**config.mk**
```make
export PLATFORM = sky130hd
export DESIGN_NAME = pfas_ctrl
export DESIGN_NICKNAME = d
export VERILOG_FILES = /design/src/rtl/core/pfas_pkg.sv /design/src/rtl/core/pfas_ctrl.sv
export SDC_FILE = /design/constraint.sdc
export NUM_CORES = 1
export LEC_CHECK = 0
export ABC_AREA = 0
export BUFFER_PORTS_ARGS = -buffer_cell sky130_fd_sc_hd__buf_2
export CAP_MARGIN = 20
export CORE_MARGIN = 2
export CORE_UTILIZATION = 44
export DETAILED_ROUTE_END_ITERATION = 7
export GPL_ROUTABILITY_DRIVEN = 0
export GPL_TIMING_DRIVEN = 1
export PLACE_DENSITY = 0.66
export SLEW_MARGIN = 25
export SYNTH_ARGS = -nofsm -noshare
export SYNTH_HDL_FRONTEND = slang
export SYNTH_SLANG_ARGS = --single-unit
```
**constraint.sdc**
```tcl
create_clock -name clk -period 3.7 [get_ports clk]
set_clock_uncertainty 0.05 [all_clocks]
set_input_delay 0.37 -clock clk [delete_from_list [all_inputs] [get_ports clk]]
set_output_delay 0.37 -clock clk [all_outputs]
set_load 0.05 [all_outputs]
```
**src/rtl/core/pfas_pkg.sv**
```systemverilog
// ----------------------------------------------------------------------------
// pfas_pkg
// Shared constants, tables and controller/datapath interface types for the
// potential-field steering block.
// ----------------------------------------------------------------------------
package pfas_pkg;

  localparam int FORCE_WIDTH_DEF = 48;

  localparam int CNT_W        = 7;
  localparam int ITER_W       = 4;
  localparam int DIV_STEPS    = 74;
  localparam int CORDIC_STEPS = 16;

  localparam logic signed [19:0] PI_Q16       = 20'sd205887;
  localparam logic signed [19:0] HALF_PI_Q16  = 20'sd102944;
  localparam logic signed [19:0] CORDIC_K_Q16 = 20'sd39797;

  localparam logic [47:0] MAG_CAP        = 48'h7FFF_FFFF_FFFF;
  // (fx^2 + fy^2) * 10000 < 2^32  <=>  fx^2 + fy^2 < 429497
  localparam logic [21:0] SMALL_SQ_LIMIT = 22'd429497;

  // register reset values
  localparam logic [15:0] MAX_LIN_RST  = 16'd1229;
  localparam logic [15:0] MAX_ANG_RST  = 16'd3277;
  localparam logic [15:0] SAFETY_RST   = 16'd307;
  localparam logic [15:0] INFLUENCE_RST = 16'd1536;
  localparam logic [19:0] ATT_GAIN_RST = 20'd65536;
  localparam logic [19:0] REP_GAIN_RST = 20'd25600;
  localparam logic [15:0] MIN_RANGE_RST = 16'd123;
  localparam logic [15:0] MAX_RANGE_RST = 16'd12288;

  typedef enum logic [3:0] {
    REG_MAX_LIN   = 4'd0,
    REG_MAX_ANG   = 4'd1,
    REG_SAFETY    = 4'd2,
    REG_INFLUENCE = 4'd3,
    REG_ATT_GAIN  = 4'd4,
    REG_REP_GAIN  = 4'd5,
    REG_MIN_RANGE = 4'd6,
    REG_MAX_RANGE = 4'd7
  } cfg_reg_t;

  function automatic logic signed [19:0] atan_q16(input logic [ITER_W-1:0] i);
    logic signed [19:0] v;
    case (i)
      4'd0:    v = 20'sd51472;
      4'd1:    v = 20'sd30386;
      4'd2:    v = 20'sd16055;
      4'd3:    v = 20'sd8150;
      4'd4:    v = 20'sd4091;
      4'd5:    v = 20'sd2047;
      4'd6:    v = 20'sd1024;
      4'd7:    v = 20'sd512;
      4'd8:    v = 20'sd256;
      4'd9:    v = 20'sd128;
      4'd10:   v = 20'sd64;
      4'd11:   v = 20'sd32;
      4'd12:   v = 20'sd16;
      4'd13:   v = 20'sd8;
      4'd14:   v = 20'sd4;
      default: v = 20'sd2;
    endcase
    return v;
  endfunction

  typedef struct packed {
    logic              load;
    logic              eval;
    logic              mul1;
    logic              mul2;
    logic              mul3;
    logic              div_step;
    logic              rot_init;
    logic              vec_init;
    logic              cordic_step;
    logic              rot_mode;
    logic              rot_fin;
    logic              prod_x;
    logic              add_x;
    logic              prod_y;
    logic              add_y;
    logic              close;
    logic              write;
    logic [ITER_W-1:0] iter;
  } pfas_cmd_t;

  typedef struct packed {
    logic repel;
    logic last;
    logic direct;
    logic out_busy;
  } pfas_sts_t;

endpackage

```
**src/rtl/core/pfas_ctrl.sv**
```systemverilog
// ----------------------------------------------------------------------------
// pfas_ctrl
// Sequencer: walks one beam through evaluation, divider, CORDIC and force
// accumulation, and closes the scan on the last beam.
// ----------------------------------------------------------------------------
module pfas_ctrl
  import pfas_pkg::*;
(
  input  logic      clk,
  input  logic      rst,
  input  logic      in_valid,
  output logic      in_ready,
  input  pfas_sts_t sts,
  output pfas_cmd_t cmd
);

  typedef enum logic [17:0] {
    S_IDLE     = 18'h00001,
    S_EVAL     = 18'h00002,
    S_MUL1     = 18'h00004,
    S_MUL2     = 18'h00008,
    S_MUL3     = 18'h00010,
    S_DIV      = 18'h00020,
    S_ROT_LOAD = 18'h00040,
    S_ROT      = 18'h00080,
    S_ROT_FIN  = 18'h00100,
    S_PROD_X   = 18'h00200,
    S_ADD_X    = 18'h00400,
    S_PROD_Y   = 18'h00800,
    S_ADD_Y    = 18'h01000,
    S_CLOSE    = 18'h02000,
    S_CHECK    = 18'h04000,
    S_VEC_LOAD = 18'h08000,
    S_VEC      = 18'h10000,
    S_WRITE    = 18'h20000
  } state_t;

  state_t           state, state_next;
  logic [CNT_W-1:0] cnt, cnt_next;

  assign in_ready = (state == S_IDLE);

  always_comb begin
    state_next = state;
    cnt_next   = '0;
    cmd        = '0;
    cmd.iter   = cnt[ITER_W-1:0];
    unique case (state)
      S_IDLE: begin
        cmd.load = in_valid;
        if (in_valid) state_next = S_EVAL;
      end
      S_EVAL: begin
        cmd.eval = 1'b1;
        if (sts.repel)     state_next = S_MUL1;
        else if (sts.last) state_next = S_CLOSE;
        else               state_next = S_IDLE;
      end
      S_MUL1: begin
        cmd.mul1   = 1'b1;
        state_next = S_MUL2;
      end
      S_MUL2: begin
        cmd.mul2   = 1'b1;
        state_next = S_MUL3;
      end
      S_MUL3: begin
        cmd.mul3   = 1'b1;
        state_next = S_DIV;
      end
      S_DIV: begin
        cmd.div_step = 1'b1;
        if (cnt == CNT_W'(DIV_STEPS - 1)) state_next = S_ROT_LOAD;
        else cnt_next = cnt + 1'b1;
      end
      S_ROT_LOAD: begin
        cmd.rot_init = 1'b1;
        state_next   = S_ROT;
      end
      S_ROT: begin
        cmd.cordic_step = 1'b1;
        cmd.rot_mode    = 1'b1;
        if (cnt == CNT_W'(CORDIC_STEPS - 1)) state_next = S_ROT_FIN;
        else cnt_next = cnt + 1'b1;
      end
      S_ROT_FIN: begin
        cmd.rot_fin = 1'b1;
        state_next  = S_PROD_X;
      end
      S_PROD_X: begin
        cmd.prod_x = 1'b1;
        state_next = S_ADD_X;
      end
      S_ADD_X: begin
        cmd.add_x  = 1'b1;
        state_next = S_PROD_Y;
      end
      S_PROD_Y: begin
        cmd.prod_y = 1'b1;
        state_next = S_ADD_Y;
      end
      S_ADD_Y: begin
        cmd.add_y  = 1'b1;
        state_next = sts.last ? S_CLOSE : S_IDLE;
      end
      S_CLOSE: begin
        cmd.close  = 1'b1;
        state_next = S_CHECK;
      end
      S_CHECK: begin
        state_next = sts.direct ? S_WRITE : S_VEC_LOAD;
      end
      S_VEC_LOAD: begin
        cmd.vec_init = 1'b1;
        state_next   = S_VEC;
      end
      S_VEC: begin
        cmd.cordic_step = 1'b1;
        if (cnt == CNT_W'(CORDIC_STEPS - 1)) state_next = S_WRITE;
        else cnt_next = cnt + 1'b1;
      end
      S_WRITE: begin
        // hold until the output register is free
        if (!sts.out_busy) begin
          cmd.write  = 1'b1;
          state_next = S_IDLE;
        end
      end
      default: state_next = S_IDLE;
    endcase
  end

  always_ff @(posedge clk) begin
    if (rst) begin
      state <= S_IDLE;
      cnt   <= '0;
    end else begin
      state <= state_next;
      cnt   <= cnt_next;
    end
  end

endmodule

```
# [After elaboration in Yosys (flattened, before gate mapping)]
# Cells that the tools add are included.
[totals] elab_cells=60 mem_bits_rw=0 register_bits=25 rom_bits=0 latch_bits=0 output_inout_bits=22 n_memories=0
[op_classes] shifts=0 n_mux=30 reduce_logical=2 n_div=0 multipliers=0 add_sub_neg=1 n_bitwise=0 order_cmp=0 eq_ne=25
[ops] cell="$pmux 18 s18" count=1
[ops] cell="$mux 18" count=7
[ops] cell="$eq 18x1->1 const B" count=1
[ops] cell="$eq 18x10->1 const B" count=1
[ops] cell="$eq 18x11->1 const B" count=1
[ops] cell="$eq 18x12->1 const B" count=1
[ops] cell="$eq 18x13->1 const B" count=1
[ops] cell="$eq 18x14->1 const B" count=1
[ops] cell="$eq 18x15->1 const B" count=1
[ops] cell="$eq 18x16->1 const B" count=1
[ops] cell="$eq 18x17->1 const B" count=1
[ops] cell="$eq 18x18->1 const B" count=1
[ops] cell="$eq 18x2->1 const B" count=1
[ops] cell="$eq 18x3->1 const B" count=1
[ops] cell="$eq 18x4->1 const B" count=1
[ops] cell="$eq 18x5->1 const B" count=1
[ops] cell="$eq 18x6->1 const B" count=1
[ops] cell="$eq 18x7->1 const B" count=1
[ops] cell="$eq 18x8->1 const B" count=1
[ops] cell="$eq 18x9->1 const B" count=1
[ops] cell="$mux 1" count=18
[ops] cell="$mux 14" count=1
[ops] cell="$mux 7" count=2
[ops] cell="$pmux 7 s2" count=1
[ops] cell="other kinds (6)" count=10

# [Longest topological paths before layout]
[depth] ltp_word=3 ltp_mapped=9

# [Least setup slack after synthesis]
# No wires, ideal clock.
[synth_path] path_type="register to output" from="register state[12]" to="output cmd[14] (netlist bit)" setup_slack_ns=0.703 stages_incl_launch_ff=5 arrival_ns=2.577 required_ns=3.280 cell_sequence="dfxtp_1 -> nor4_4 -> nand3_2 -> or4_4 -> nor3b_1"
[synth_rtl] item="start: declaration" line_no="pfas_ctrl.sv:38" rtl="state_t state, state_next;"
[synth_rtl] item="start signal: assignment" line_no="pfas_ctrl.sv:138" rtl="state <= state_next;"
[synth_rtl] item="end: declaration" line_no="pfas_ctrl.sv:14" rtl="output pfas_cmd_t cmd"

==> flow_metrics.env <==
export IMPL_run_status="complete, no violations"
export IMPL_worst_hold_path_type="in2reg"
export IMPL_synthXorXnorAreaFrac_pct=6.16
export IMPL_portbufs=28
export IMPL_fraction_of_the_mapped_netlist_area_in_compound_gates_pct=8.71
export IMPL_floorplan_initialDensity_pct=46.6
export IMPL_synth_largest_area_cell="sky130_fd_sc_hd__dfxtp_1"
export IMPL_yosys_warnings=0
export IMPL_post_synth_mux_area_share_pct=0
export IMPL_max_cap_viol_count=0
export IMPL_finalHoldViolCount=0
export IMPL_min_period_ns=2.82
export IMPL_htreeDepth=1
export IMPL_cpPeakStageDelay_ns=0.52
export IMPL_grt_first_pass_wirelength_mm=4.80
export IMPL_critical_path_arrival_ns=2.40
export IMPL_synth_ff_latch_count=25
export IMPL_cts_tree="done"
export IMPL_grt_total_usage_pct=17.6
export IMPL_detail_route_vias_per_cell=5.33
export IMPL_residual_antenna_violating_net_count_after_detailed_routing=0
export IMPL_grt_start_max_net_pins=14
export IMPL_grt_setup_unrepaired="no"
export IMPL_synthArstFlopShare_pct=0
export IMPL_cts_inserted_buffers=3
export IMPL_rr_worst_depth=7
export IMPL_rows=20
export IMPL_max_slew_worst_pin_slew_ns=0.534
export IMPL_synthSimpleGateAreaFrac_pct=42.5
export IMPL_drc_violations_left=0
export IMPL_die_h_um=60.8
export IMPL_worstSetupStartpointType="flop"
export IMPL_slew_headroom_pct=64.4
export IMPL_cts_resized=0
export IMPL_cp_cell_sequence="nor4_4 > nand3_2 > or4_4 > nor3b_1 > buf_2"
export IMPL_grt_pass1_vias=1059
export IMPL_root_buffer="sky130_fd_sc_hd__clkbuf_4"
export IMPL_ctsHoldBuffers=0
export IMPL_post_route_cells_drive_above_1_share_pct=22.5
export IMPL_synth_adder_area_share_pct=1.76
export IMPL_timing_critical_path_to_type="output pin"
export IMPL_placed_cell_area_mm2=0.00157
export IMPL_critical_path_slowest_cell="sky130_fd_sc_hd__or4_4"
export IMPL_fmax_mhz=354
export IMPL_timing_final_max_slew_violations=0
export IMPL_antennaDiodeCount=0
export IMPL_synth_sequential_area_ratio_pct=35.2
export IMPL_leading_post_synthesis_cells_by_cell_area="sky130_fd_sc_hd__dfxtp_1, sky130_fd_sc_hd__nor2_1, sky130_fd_sc_hd__nor4_4"
export IMPL_overflow_left_after_global_routing=0
export IMPL_core_area_mm2=0.00305
export IMPL_share_of_the_synthesized_area_in_the_top_cell_type_pct=35.2
export IMPL_synth_cells=166
export IMPL_synthDistinctLibCells=47
export IMPL_ctsLongestPathBuffers=2
export IMPL_synth_top_family_by_area="simple AND/OR/NAND/NOR gates"
export IMPL_worstSkewPairLatency_ns=0.33
export IMPL_worst_ep_required_time_ns=3.28
export IMPL_synth_enable_flop_cells=0
export IMPL_die_w_um=60.8
export IMPL_postSynth_topFlopCell="sky130_fd_sc_hd__dfxtp_1"
export IMPL_mostFrequentLayoutCells="sky130_fd_sc_hd__nor2_1, sky130_fd_sc_hd__buf_2, sky130_fd_sc_hd__dfxtp_1"
export IMPL_filler_cell_count=315
export IMPL_drt_wirelength_per_cell_um=13.0
export IMPL_synthesis_area_per_instance_um2=8.56
export IMPL_leakage_nw=0.673
export IMPL_setup_worst_path_class="reg2out"
export IMPL_syn2layout_area_growth_pct=12.6
export IMPL_dp_worst_setup_slack_ns=1.26
export IMPL_dp_final_hpwl_mm=2.48
export IMPL_postLayoutSetupSlackWorst_ns=0.877
export IMPL_power_density_mw_per_mm2=333
export IMPL_cts_clk_slew_worst_paths_ns=0.14
export IMPL_drt_pre_antenna_iters=4
export IMPL_final_common_cell="sky130_fd_sc_hd__nor2_1"
export IMPL_syn_area_mm2=0.00142
export IMPL_io_pins=29
export IMPL_total_non_filler_cell_area_in_the_finished_layout_mm2=0.00160
export IMPL_finalNetCount=201
export IMPL_area_of_the_die_mm2=0.00370
export IMPL_antenna_found_initial=0
export IMPL_hold_path_depth=2
export IMPL_postRouteWirelength_mm=3.06
export IMPL_final_layout_setup_total_negative_slack_ns=0
export IMPL_worst_ir_drop_vdd_mv=0.124
export IMPL_layout_worst_path_cycle_share_pct=76.3
export IMPL_top_fanout_value_on_the_critical_path=6
export IMPL_finalSetupViolations=0
export IMPL_final_worst_hold_slack_ns=0.225
export IMPL_drt_iter0_drc=54
export IMPL_cts_setup_buffers=0
export IMPL_synth_nets=175
export IMPL_dr_vias=1253
export IMPL_tritoncts_num_sinks=25
-- per-stage QoR --
stage | total power [W] | instances | utilization, %
global placement | 0.000414 | 231 | 51.6
finish | 0.000532 | 235 | 52.4
global route | 0.000564 | 235 | 52.4
CTS | 0.000538 | 235 | 52.4
floorplan | 0.000386 | 166 | -
detailed placement | 0.000417 | 231 | 51.6
-- power by group --
| group | switching [W] | internal (W) |
|---|---|---|
| Combinational | 0.0000859 | 0.0000404 |
| Clock | 0.0000803 | 0.0000423 |
| Sequential | 0.00000909 | 0.000275 |
| Total | 0.000175 | 0.000357 |
-- path summary, 6_finish.rpt --
kind / slack, ns / startpoint / endpoint
worst max-delay path: 0.88 / state[12]$_SDFFE_PP0P_ / cmd[16]
worst min-delay path: 0.23 / sts[3] / state[2]$_SDFFE_PP0P_
worst max register to register: 1.30 / cnt[0]$_SDFF_PP0_ / state[12]$_SDFFE_PP0P_
worst min register to register: 0.44 / cnt[0]$_SDFF_PP0_ / cnt[0]$_SDFF_PP0_
-- cells in the mapped netlist (2+ instances only) --
master,count
sky130_fd_sc_hd__nor3b_1,6
sky130_fd_sc_hd__nand2_1,8
sky130_fd_sc_hd__nor3_1,9
sky130_fd_sc_hd__inv_1,10
sky130_fd_sc_hd__nor4_4,4
sky130_fd_sc_hd__clkbuf_1,2
sky130_fd_sc_hd__dfxtp_1,25
sky130_fd_sc_hd__ha_1,2
sky130_fd_sc_hd__or3_1,2
sky130_fd_sc_hd__nand4_2,2
sky130_fd_sc_hd__and2_1,2
sky130_fd_sc_hd__nor4_1,4
sky130_fd_sc_hd__and3_1,2
sky130_fd_sc_hd__xnor2_1,6
sky130_fd_sc_hd__nor2_1,33
sky130_fd_sc_hd__buf_4,4
sky130_fd_sc_hd__o21ai_1,2
sky130_fd_sc_hd__nand3_1,6
sky130_fd_sc_hd__nand3b_1,5
sky130_fd_sc_hd__xor2_1,4
sky130_fd_sc_hd__nor4b_1,2
-- logic make-up (layout without fill, tap and decap cells) --
group | after synthesis | in the layout
fa+ha+maj | 2 | 2
compound gates | 15 | 15
simple gates | 97 | 97
buf+inv | 17 | 42
xor+xnor | 10 | 10
flops | 25 | 25
-- metal layers --
layer / up-vias / track usage, % / routed length [um]
met1: 583 / 24.3 / 1460
met3: 5 / 2.56 / 142
met5: - / 0 / 0
met2: 29 / 28.6 / 1410
li1: 636 / - / -
met4: 0 / 5.59 / 45
-- registers in the layout, indices dropped and copies added (netlist names) --
name	flops
cnt	7
state	18
-- worst max-delay path, delay by kind of cell, from the launching register on --
kind	cells	cell delay, ns
DFF	1	0.38
buffers and inverters	1	0.32
and+or+nand+nor	4	1.38
-- cell type report --
cell class                      count  area [um^2]  area share [%]
Clock buffer                        4         26.3            1.64
Timing Repair Buffer               28          140            8.76
Multi-Input combinational cell    124          841            52.5
Tap cell                           44         55.1            3.44
Sequential cell                    25          500            31.3
Inverter                           10         37.5            2.35
No activity file was read; power rests on OpenSTA's default activity.
